===== src/sv/mpw_pkg.sv =====
package mpw_pkg;

    // Default index width of the walker (node count is taken modulo 2^this)
    localparam int IDX_BITS_DEF = 16;

    // Fixed field widths of the stream payloads
    localparam int IN_LEN_W   = 16;
    localparam int OUT_IDX_W  = 16;
    localparam int OUT_H_W    = 4;
    localparam int PEAK_CNT_W = 5;
    localparam int STATUS_W   = 2;
    localparam int TDATA_W    = 64;
    localparam int TUSER_W    = 3;

    // Results kept per input beat; the rest are dropped
    localparam int MAX_RESULTS = 46;
    localparam int RES_CNT_W   = 6;

    typedef logic [STATUS_W-1:0] status_t;
    localparam status_t STATUS_OK       = 2'd0;
    localparam status_t STATUS_EMPTY    = 2'd1;
    localparam status_t STATUS_NO_PEAKS = 2'd2;

    typedef enum logic [1:0] {
        KIND_EMPTY,
        KIND_SINGLE,
        KIND_WALK
    } cmd_kind_t;

    typedef enum logic [2:0] {
        ST_IDLE,
        ST_PEAKS,
        ST_SLOPE_L,
        ST_SLOPE_R,
        ST_FINISH
    } walk_state_t;

endpackage


===== src/sv/mpw_front.sv =====
module mpw_front
    import mpw_pkg::*;
#(
    parameter int INDEX_BITS = IDX_BITS_DEF
) (
    input  logic                aclk,
    input  logic                aresetn,
    input  logic                s_tvalid,
    output logic                s_tready,
    input  logic [IN_LEN_W-1:0] s_tdata,
    input  logic                s_tuser,
    output logic                cmd_valid,
    input  logic                cmd_ready,
    output logic [((INDEX_BITS < IN_LEN_W) ? INDEX_BITS : IN_LEN_W)
                  + $clog2((INDEX_BITS < IN_LEN_W) ? INDEX_BITS : IN_LEN_W)
                  + 2:0]        cmd_data
);

    localparam int LW = (INDEX_BITS < IN_LEN_W) ? INDEX_BITS : IN_LEN_W;
    localparam int PW = LW + 1;
    localparam int HW = $clog2(LW);
    localparam int CW = 2 + LW + 1 + HW;

    logic          fv_reg, fv_next;
    logic [CW-1:0] cmd_reg, cmd_next;

    logic [LW-1:0] len;
    logic [PW-1:0] len_p1;
    logic [HW-1:0] h0;
    cmd_kind_t     kind;
    logic          take;

    assign len      = s_tdata[LW-1:0];
    assign len_p1   = PW'(len) + PW'(1);
    assign s_tready = !fv_reg || cmd_ready;
    assign take     = s_tvalid && s_tready;

    // Starting height: floor(log2(len + 1)) - 1
    always_comb begin
        h0 = '0;
        for (int i = 1; i < PW; i++) begin
            if (len_p1[i]) h0 = HW'(i - 1);
        end
    end

    always_comb begin
        priority if (len == '0) begin
            kind = KIND_EMPTY;
        end else if (len == LW'(1)) begin
            kind = KIND_SINGLE;
        end else begin
            kind = KIND_WALK;
        end
    end

    always_comb begin
        fv_next  = fv_reg && !cmd_ready;
        cmd_next = cmd_reg;
        if (take) begin
            fv_next  = 1'b1;
            cmd_next = {h0, s_tuser, len, kind};
        end
    end

    always_ff @(posedge aclk) begin
        if (!aresetn) begin
            fv_reg <= 1'b0;
        end else begin
            fv_reg <= fv_next;
        end
        cmd_reg <= cmd_next;
    end

    assign cmd_valid = fv_reg;
    assign cmd_data  = cmd_reg;

endmodule


===== src/sv/mpw_queue.sv =====
module mpw_queue #(
    parameter int WIDTH = 8
) (
    input  logic             aclk,
    input  logic             aresetn,
    input  logic             in_valid,
    output logic             in_ready,
    input  logic [WIDTH-1:0] in_data,
    output logic             out_valid,
    input  logic             out_ready,
    output logic [WIDTH-1:0] out_data
);

    // two-entry command queue
    logic [WIDTH-1:0] entry_reg [2];
    logic             wr_ptr_reg, wr_ptr_next;
    logic             rd_ptr_reg, rd_ptr_next;
    logic [1:0]       cnt_reg, cnt_next;
    logic             push, pop;

    assign in_ready  = (cnt_reg != 2'd2);
    assign out_valid = (cnt_reg != 2'd0);
    assign out_data  = entry_reg[rd_ptr_reg];
    assign push      = in_valid && in_ready;
    assign pop       = out_valid && out_ready;

    always_comb begin
        wr_ptr_next = wr_ptr_reg ^ push;
        rd_ptr_next = rd_ptr_reg ^ pop;
        cnt_next    = cnt_reg + 2'(push) - 2'(pop);
    end

    always_ff @(posedge aclk) begin
        if (!aresetn) begin
            wr_ptr_reg <= 1'b0;
            rd_ptr_reg <= 1'b0;
            cnt_reg    <= 2'd0;
        end else begin
            wr_ptr_reg <= wr_ptr_next;
            rd_ptr_reg <= rd_ptr_next;
            cnt_reg    <= cnt_next;
        end
        if (push) entry_reg[wr_ptr_reg] <= in_data;
    end

    a_cnt_bound: assert property (@(posedge aclk) disable iff (!aresetn)
        cnt_reg != 2'd3)
        else $error("queue fill count out of range");

    a_ptr_track: assert property (@(posedge aclk) disable iff (!aresetn)
        (cnt_reg == 2'd0 || cnt_reg == 2'd2) |-> wr_ptr_reg == rd_ptr_reg)
        else $error("queue pointers disagree with fill count");

    a_one_ptr: assert property (@(posedge aclk) disable iff (!aresetn)
        cnt_reg == 2'd1 |-> wr_ptr_reg != rd_ptr_reg)
        else $error("queue pointers disagree with single entry");

endmodule


===== src/sv/mpw_back.sv =====
module mpw_back
    import mpw_pkg::*;
#(
    parameter int INDEX_BITS = IDX_BITS_DEF
) (
    input  logic               aclk,
    input  logic               aresetn,
    input  logic               cmd_valid,
    output logic               cmd_ready,
    input  logic [((INDEX_BITS < IN_LEN_W) ? INDEX_BITS : IN_LEN_W)
                  + $clog2((INDEX_BITS < IN_LEN_W) ? INDEX_BITS : IN_LEN_W)
                  + 2:0]       cmd_data,
    output logic               m_tvalid,
    input  logic               m_tready,
    output logic [TDATA_W-1:0] m_tdata,
    output logic [TUSER_W-1:0] m_tuser,
    output logic               m_tlast
);

    localparam int LW    = (INDEX_BITS < IN_LEN_W) ? INDEX_BITS : IN_LEN_W;
    localparam int PW    = LW + 1;
    localparam int HW    = $clog2(LW);
    localparam int EW    = (PW > OUT_IDX_W) ? PW : OUT_IDX_W;
    localparam int PAD_W = TDATA_W - 3 * OUT_IDX_W - OUT_H_W - PEAK_CNT_W;

    // command fields
    cmd_kind_t     c_kind;
    logic [LW-1:0] c_len;
    logic          c_extra;
    logic [HW-1:0] c_h0;

    assign c_kind  = cmd_kind_t'(cmd_data[1:0]);
    assign c_len   = cmd_data[LW+1:2];
    assign c_extra = cmd_data[LW+2];
    assign c_h0    = cmd_data[LW+HW+2:LW+3];

    walk_state_t             state_reg, state_next;
    logic [LW-1:0]           len_reg, len_next;
    logic                    extra_reg, extra_next;
    logic [PW-1:0]           pos_reg, pos_next;
    logic [HW-1:0]           h_reg, h_next;
    logic [PW-1:0]           lpos_reg, lpos_next;
    logic [HW-1:0]           lh_reg, lh_next;
    logic [PEAK_CNT_W-1:0]   peaks_reg, peaks_next;
    logic [RES_CNT_W-1:0]    cnt_reg, cnt_next;

    // held result: its last flag is known only once the next one shows up
    logic                    pend_valid_reg, pend_valid_next;
    logic [PW-1:0]           pend_pos_reg, pend_pos_next;
    logic [HW-1:0]           pend_h_reg, pend_h_next;
    logic                    pend_x_reg, pend_x_next;

    logic                    out_valid_reg, out_valid_next;
    logic [TDATA_W-1:0]      out_tdata_reg, out_tdata_next;
    logic [TUSER_W-1:0]      out_tuser_reg, out_tuser_next;
    logic                    out_tlast_reg, out_tlast_next;

    // formatted view of the held result
    logic [EW-1:0]        pp, ph_pow;
    logic [OUT_IDX_W-1:0] f_idx, f_lc, f_rc;

    assign pp     = EW'(pend_pos_reg);
    assign ph_pow = EW'(1) << pend_h_reg;
    assign f_idx  = OUT_IDX_W'(pp - EW'(1));
    assign f_lc   = (pend_h_reg != '0) ? OUT_IDX_W'(pp - ph_pow - EW'(1)) : '0;
    assign f_rc   = (pend_h_reg != '0) ? OUT_IDX_W'(pp - EW'(2)) : '0;

    // peak step
    logic          desc;
    logic [PW-1:0] pos1;
    logic [HW-1:0] h1;
    logic          take_pk;

    assign desc    = pos_reg > PW'(len_reg);
    assign pos1    = desc ? (pos_reg - (PW'(1) << h_reg)) : pos_reg;
    assign h1      = desc ? (h_reg - HW'(1)) : h_reg;
    assign take_pk = pos1 <= PW'(len_reg);

    logic          out_free;
    logic          gen_valid;
    logic [PW-1:0] gen_pos;
    logic [HW-1:0] gen_h;
    logic          gen_x;
    logic          push_pend, fin_load, stat_load;
    status_t       stat_code;

    always_comb begin
        state_next      = state_reg;
        len_next        = len_reg;
        extra_next      = extra_reg;
        pos_next        = pos_reg;
        h_next          = h_reg;
        lpos_next       = lpos_reg;
        lh_next         = lh_reg;
        peaks_next      = peaks_reg;
        cnt_next        = cnt_reg;
        pend_valid_next = pend_valid_reg;
        pend_pos_next   = pend_pos_reg;
        pend_h_next     = pend_h_reg;
        pend_x_next     = pend_x_reg;
        out_free        = !out_valid_reg || m_tready;
        out_valid_next  = out_valid_reg && !m_tready;
        out_tdata_next  = out_tdata_reg;
        out_tuser_next  = out_tuser_reg;
        out_tlast_next  = out_tlast_reg;
        gen_valid       = 1'b0;
        gen_pos         = '0;
        gen_h           = '0;
        gen_x           = 1'b0;
        push_pend       = 1'b0;
        fin_load        = 1'b0;
        stat_load       = 1'b0;
        stat_code       = STATUS_OK;
        cmd_ready       = 1'b0;

        unique case (state_reg)
            ST_IDLE: begin
                cmd_ready = out_free;
                if (cmd_valid && out_free) begin
                    unique case (c_kind)
                        KIND_EMPTY: begin
                            stat_load = 1'b1;
                            stat_code = STATUS_EMPTY;
                        end
                        KIND_SINGLE: begin
                            pend_valid_next = 1'b1;
                            pend_pos_next   = PW'(1);
                            pend_h_next     = '0;
                            pend_x_next     = 1'b0;
                            peaks_next      = PEAK_CNT_W'(1);
                            state_next      = ST_FINISH;
                        end
                        KIND_WALK: begin
                            len_next        = c_len;
                            extra_next      = c_extra;
                            h_next          = c_h0;
                            pos_next        = (PW'(2) << c_h0) - PW'(1);
                            lpos_next       = '0;
                            lh_next         = '0;
                            peaks_next      = '0;
                            cnt_next        = '0;
                            pend_valid_next = 1'b0;
                            state_next      = ST_PEAKS;
                        end
                        default: ;
                    endcase
                end
            end
            ST_PEAKS: begin
                if (out_free) begin
                    if (h_reg == '0) begin
                        priority if (!pend_valid_reg) begin
                            stat_load  = 1'b1;
                            stat_code  = STATUS_NO_PEAKS;
                            state_next = ST_IDLE;
                        end else if (extra_reg && lh_reg != '0) begin
                            pos_next   = lpos_reg;
                            h_next     = lh_reg;
                            state_next = ST_SLOPE_L;
                        end else begin
                            state_next = ST_FINISH;
                        end
                    end else begin
                        h_next   = h1;
                        pos_next = pos1;
                        if (take_pk) begin
                            gen_valid  = 1'b1;
                            gen_pos    = pos1;
                            gen_h      = h1;
                            lpos_next  = pos1;
                            lh_next    = h1;
                            peaks_next = peaks_reg + PEAK_CNT_W'(1);
                            pos_next   = pos1 + (PW'(2) << h1) - PW'(1);
                        end
                    end
                end
            end
            ST_SLOPE_L: begin
                if (out_free) begin
                    gen_valid  = 1'b1;
                    gen_pos    = pos_reg - (PW'(1) << h_reg);
                    gen_h      = h_reg - HW'(1);
                    gen_x      = 1'b1;
                    state_next = ST_SLOPE_R;
                end
            end
            ST_SLOPE_R: begin
                if (out_free) begin
                    gen_valid  = 1'b1;
                    gen_pos    = pos_reg - PW'(1);
                    gen_h      = h_reg - HW'(1);
                    gen_x      = 1'b1;
                    pos_next   = pos_reg - PW'(1);
                    h_next     = h_reg - HW'(1);
                    state_next = (h_reg == HW'(1)) ? ST_FINISH : ST_SLOPE_L;
                end
            end
            ST_FINISH: begin
                if (out_free) begin
                    fin_load        = 1'b1;
                    pend_valid_next = 1'b0;
                    state_next      = ST_IDLE;
                end
            end
            default: state_next = ST_IDLE;
        endcase

        // new result below the cap: the held one moves out, the new one is held
        if (gen_valid && cnt_reg < RES_CNT_W'(MAX_RESULTS)) begin
            push_pend       = pend_valid_reg;
            pend_valid_next = 1'b1;
            pend_pos_next   = gen_pos;
            pend_h_next     = gen_h;
            pend_x_next     = gen_x;
            cnt_next        = cnt_reg + RES_CNT_W'(1);
        end

        if (push_pend || fin_load) begin
            out_valid_next = 1'b1;
            out_tdata_next = {{PAD_W{1'b0}},
                              fin_load ? peaks_reg : PEAK_CNT_W'(0),
                              f_rc, f_lc, OUT_H_W'(pend_h_reg), f_idx};
            out_tuser_next = {STATUS_OK, pend_x_reg};
            out_tlast_next = fin_load;
        end else if (stat_load) begin
            out_valid_next = 1'b1;
            out_tdata_next = '0;
            out_tuser_next = {stat_code, 1'b0};
            out_tlast_next = 1'b1;
        end
    end

    always_ff @(posedge aclk) begin
        if (!aresetn) begin
            state_reg      <= ST_IDLE;
            pend_valid_reg <= 1'b0;
            out_valid_reg  <= 1'b0;
            cnt_reg        <= '0;
            peaks_reg      <= '0;
            pos_reg        <= '0;
            h_reg          <= '0;
            lpos_reg       <= '0;
            lh_reg         <= '0;
        end else begin
            state_reg      <= state_next;
            pend_valid_reg <= pend_valid_next;
            out_valid_reg  <= out_valid_next;
            cnt_reg        <= cnt_next;
            peaks_reg      <= peaks_next;
            pos_reg        <= pos_next;
            h_reg          <= h_next;
            lpos_reg       <= lpos_next;
            lh_reg         <= lh_next;
        end
        len_reg       <= len_next;
        extra_reg     <= extra_next;
        pend_pos_reg  <= pend_pos_next;
        pend_h_reg    <= pend_h_next;
        pend_x_reg    <= pend_x_next;
        out_tdata_reg <= out_tdata_next;
        out_tuser_reg <= out_tuser_next;
        out_tlast_reg <= out_tlast_next;
    end

    assign m_tvalid = out_valid_reg;
    assign m_tdata  = out_tdata_reg;
    assign m_tuser  = out_tuser_reg;
    assign m_tlast  = out_tlast_reg;

    a_cnt_cap: assert property (@(posedge aclk) disable iff (!aresetn)
        cnt_reg <= RES_CNT_W'(MAX_RESULTS))
        else $error("result count beyond cap");

    a_idle_empty: assert property (@(posedge aclk) disable iff (!aresetn)
        state_reg == ST_IDLE |-> !pend_valid_reg)
        else $error("held result left over in idle");

    a_slope_height: assert property (@(posedge aclk) disable iff (!aresetn)
        (state_reg == ST_SLOPE_L || state_reg == ST_SLOPE_R) |-> h_reg != '0)
        else $error("slope walk at leaf height");

    a_finish_held: assert property (@(posedge aclk) disable iff (!aresetn)
        state_reg == ST_FINISH |-> pend_valid_reg)
        else $error("finish without a held result");

endmodule


===== src/sv/mmr_peak_index_walker_unit.sv =====
// channel   dir  handshake         payload
// s_        in   s_tvalid/tready   tdata: tree_length; tuser: want_extra
// m_        out  m_tvalid/tready   tdata: index, height, children, peak_total;
//                                  tuser: is_extra, status; tlast: last
//
// Front stage registers and classifies each input beat, a two-entry queue
// buffers commands, the back walker emits at most one result beat per cycle.
// A walked item runs the peak loop (one descend/take step per cycle while
// the output is free), then a left and a right slope step per level when
// asked, then a finish step. An empty tree gives only a status beat, a single
// leaf goes straight to the finish step, a length without peaks ends in a status beat.
// Reset (aresetn low, synchronous) empties the queue and output register.
// Output stalls freeze the walker; front and queue take input beats until full.
module mmr_peak_index_walker_unit
    import mpw_pkg::*;
#(
    parameter int INDEX_BITS = IDX_BITS_DEF
) (
    input  logic                aclk,
    input  logic                aresetn,
    input  logic                s_tvalid,
    output logic                s_tready,
    input  logic [IN_LEN_W-1:0] s_tdata,   // [15:0] tree_length
    input  logic                s_tuser,   // [0] want_extra
    output logic                m_tvalid,
    input  logic                m_tready,
    output logic [TDATA_W-1:0]  m_tdata,   // [15:0] node_index, [19:16] node_height,
                                           // [35:20] left_child_index,
                                           // [51:36] right_child_index,
                                           // [56:52] peak_total, rest zero
    output logic [TUSER_W-1:0]  m_tuser,   // [0] is_extra, [2:1] status
    output logic                m_tlast
);

    localparam int LW = (INDEX_BITS < IN_LEN_W) ? INDEX_BITS : IN_LEN_W;
    localparam int HW = $clog2(LW);
    localparam int CW = 2 + LW + 1 + HW;

    logic          f_valid, f_ready;
    logic [CW-1:0] f_data;
    logic          q_valid, q_ready;
    logic [CW-1:0] q_data;

    // input beat -> classified command
    mpw_front #(
        .INDEX_BITS(INDEX_BITS)
    ) u_front (
        .aclk      (aclk),
        .aresetn   (aresetn),
        .s_tvalid  (s_tvalid),
        .s_tready  (s_tready),
        .s_tdata   (s_tdata),
        .s_tuser   (s_tuser),
        .cmd_valid (f_valid),
        .cmd_ready (f_ready),
        .cmd_data  (f_data)
    );

    mpw_queue #(
        .WIDTH(CW)
    ) u_queue (
        .aclk      (aclk),
        .aresetn   (aresetn),
        .in_valid  (f_valid),
        .in_ready  (f_ready),
        .in_data   (f_data),
        .out_valid (q_valid),
        .out_ready (q_ready),
        .out_data  (q_data)
    );

    // peak walk, right-slope walk, result formatting
    mpw_back #(
        .INDEX_BITS(INDEX_BITS)
    ) u_back (
        .aclk      (aclk),
        .aresetn   (aresetn),
        .cmd_valid (q_valid),
        .cmd_ready (q_ready),
        .cmd_data  (q_data),
        .m_tvalid  (m_tvalid),
        .m_tready  (m_tready),
        .m_tdata   (m_tdata),
        .m_tuser   (m_tuser),
        .m_tlast   (m_tlast)
    );

endmodule


===== config.mk =====
export PLATFORM = sky130hd
export DESIGN_NAME = mmr_peak_index_walker_unit
export DESIGN_NICKNAME = d
export VERILOG_FILES = /design/src/sv/mpw_pkg.sv /design/src/sv/mpw_front.sv /design/src/sv/mpw_queue.sv /design/src/sv/mpw_back.sv /design/src/sv/mmr_peak_index_walker_unit.sv
export SDC_FILE = /design/constraint.sdc
export NUM_CORES = 1
export LEC_CHECK = 0
export BUFFER_PORTS_ARGS = -buffer_cell sky130_fd_sc_hd__buf_2
export CORE_UTILIZATION = 58
export DETAILED_ROUTE_END_ITERATION = 6
export PLACE_DENSITY = 0.74
export SLEW_MARGIN = 0
export SYNTH_ARGS = -nofsm -noshare
export SYNTH_HDL_FRONTEND = slang
export SYNTH_SLANG_ARGS = --single-unit

===== constraint.sdc =====
create_clock -name aclk -period 8 [get_ports aclk]
set_input_delay 1.2 -clock aclk [delete_from_list [all_inputs] [get_ports aclk]]
set_output_delay 1.2 -clock aclk [all_outputs]
set_load 0.05 [all_outputs]

==> flow_summary.ini <==
[clocking]
postCtsSetupRepairBufs = 0
clk_pin_slew_ps = 70
cts_made_buffers = 25
h-tree-depth = 1
clock-root-buffer = clkbuf_16
cts_hold_buf = 0
cts.sinks = 232
ctsResizeCount = 0
cts_tree = yes
clock_path_buffers = 3
clock_latency_ps = 550

[route]
drc = 1
routed_via_density = 6.32
wirelength_um = 43700
first_pass_iters = 7
routedWlPerCell_um = 21.6
vias = 12800
drt_first_iter_violations = 1495
drtAntennaViolNets = 0

[finish]
final_common_cell = nand2_1
drive_above_1_share_pct = 12.6
diodes = 0
area_delta_synth_final_pct = 10.3
nNetsFinal = 1808
final_cell_mix = nand2_1 (172), edfxtp_1 (166), nor2_1 (156)
largest_reg_flops = 57
layoutNonFillerInstCount = 2020

[global_routing]
use_met1_pct = 46.7
grt_pass1_wl_um = 67700
grt_antenna_before_repair = 0
grt_usage_pct = 33.6
top_usage_layer = met2
grt_pass1_vias = 12000
grt_use_met2_pct = 53.3
grt_max_degree = 52
use_met3_pct = 5.16
overflow = 0

[placement]
place_ws_ps = 1100
gp_congestion = 1.02
dpl.hpwl_um = 33200
dp.cells = 1974
io_buffers = 83

[timing]
hold_viol_final = 0
rsz0062_at_grt = false
period_share_pct = 88.4
max_freq_mhz = 141
finalSetupViolCount = 0
slew_violations = 0
postLayoutSetupSlackWorst_ps = 928
tightest_slew_ps = 1060
period_minus_slack_ps = 7070
slew_headroom_pct = 28.5
fin_skew_ps = 29.1
tns_ps = 0

[critical_path]
worst_ep_required_time_ps = 8270
start_kind = register
arrival_ps = 7350
critPathMaxFanout = 51
r2r_start = u_back.h_reg[3]
criticalPathCategory = register to register
reg2reg_setup_slack_ps = 930
end_kind = register
reg2reg_to = u_back.m_tdata[45]
reg2regPathDepth = 24

[die]
die-area_um2 = 26300
rows = 58
core-area_um2 = 25200
io_pins = 91
initial_utilization_pct = 59.2
die_h_um = 162
die_w_um = 162

[min_path]
hold_end = u_queue.entry_reg[0][22]
min_from = u_front.cmd_data[22]
whs_path_depth = 0
min_path_type = register to register

[job]
maxCapViolations = 0

[yosys]
synth.distinct_cells = 83
async_flop_share_pct = 0
synth_cells = 1604
avgSynthCellArea_um2 = 9.29
synthFlopType = edfxtp_1
synth_area_um2 = 14900
ys_seq_area_share_pct = 42.3
yosysWarnings = 0
yosys.area.top_type = edfxtp_1
ys_ff_latch = 232
synth_top_cells_by_area = edfxtp_1 (33%), ha_1 (9.5%), dfxtp_1 (8.9%), nand2_1 (4.3%), nor2_1 (4.0%)
synth_edf_count = 166
synth_top_area_share_pct = 33.4

[run_status]
violations = DRC
status = complete, but fails checks
synthesized netlist by cell type (16+ instances only):
| cell type | count |
|---|---|
| nor3_1 | 39 |
| a21oi_1 | 117 |
| mux2_2 | 29 |
| xnor2_1 | 52 |
| nand3_1 | 55 |
| ha_1 | 113 |
| nand2_1 | 172 |
| nor2_1 | 157 |
| edfxtp_1 | 166 |
| dfxtp_1 | 66 |
| clkbuf_1 | 54 |
| and3_1 | 20 |
| mux2i_1 | 16 |
| o211ai_1 | 18 |
| a31oi_1 | 17 |
| nor2b_1 | 19 |
| a211oi_1 | 18 |
| o21ai_0 | 65 |
| a21o_1 | 24 |
| inv_1 | 107 |
| xor2_1 | 29 |
how the worst max path moves through the flow:
stage,from,to,slack [ps],cells after the start
floorplan,u_back.h_reg[0],u_back.m_tdata[0],610,25
global placement,u_back.h_reg[3],u_back.m_tdata[37],1220,25
detailed placement,u_back.h_reg[3],u_back.m_tdata[11],1100,24
CTS,u_back.h_reg[3],u_back.m_tdata[8],1020,25
global route,u_back.h_reg[3],u_back.m_tdata[8],470,24
finish,u_back.h_reg[3],u_back.m_tdata[45],930,24
worst max-delay path, stage by stage, from the launching register on:
cell and delay [ps]:
dfxtp_1 510, nor2_1 480, nand2_1 110, buf_4 200, inv_1 60, buf_4 180
ha_1 210, inv_1 60, fa_1 430, a211oi_1 300, o21ai_1 170, a211oi_2 330
xnor2_1 130, mux2i_1 410, inv_1 90, ha_1 290, nand2_1 60, or2_2 310
or3_1 400, o211a_1 260, o21ai_1 580, o41ai_2 170, a32oi_1 400, nand3_2 330
buf_12 300
logic make-up (layout without fill, tap and decap cells):
family                     after synthesis  count (layout)  share of synthesized area [%]
and+or+nand+nor                        557             557                           17.5
AOI/OAI and AO/OA                      388             388                           17.3
DFF                                    232             232                           42.3
buffers and inverters                  184             264                           4.90
adders and majority gates              116             116                           9.89
xor gates and xnor gates                81              81                           4.76
muxes                                   45              45                           3.27
other                                    1               7                         0.0252
routing by layer:
layer / part of all wire, % / routed length, um
met5: 0 / 0
met4: 3.9 / 1710
met3: 9.4 / 4090
met2: 45 / 19800
met1: 42 / 18100
metrics by stage:
| stage | hold slack, ps | utilization (%) | area, um^2 |
|---|---|---|---|
| after CTS | 444 | 65.3 | 16400 |
| final | 442 | 65.3 | 16400 |
| after detailed placement | 431 | 62.2 | 15700 |
| after global routing | 449 | 65.3 | 16400 |
| after global placement | 423 | 62.2 | 15700 |
| after floorplan | 421 | - | 14900 |
area by class of cell:
cell class	instances	area, um^2
clock buffers	31	668
clock inverters	15	103
fillers	2092	8750
inverters	108	405
multi-input cells	1194	7910
flip-flops and latches	232	6310
well taps	330	413
repair buffers	110	631
Power is not shown: default switching activity piles up to over one toggle a cycle in this logic, so the estimate is an artifact.
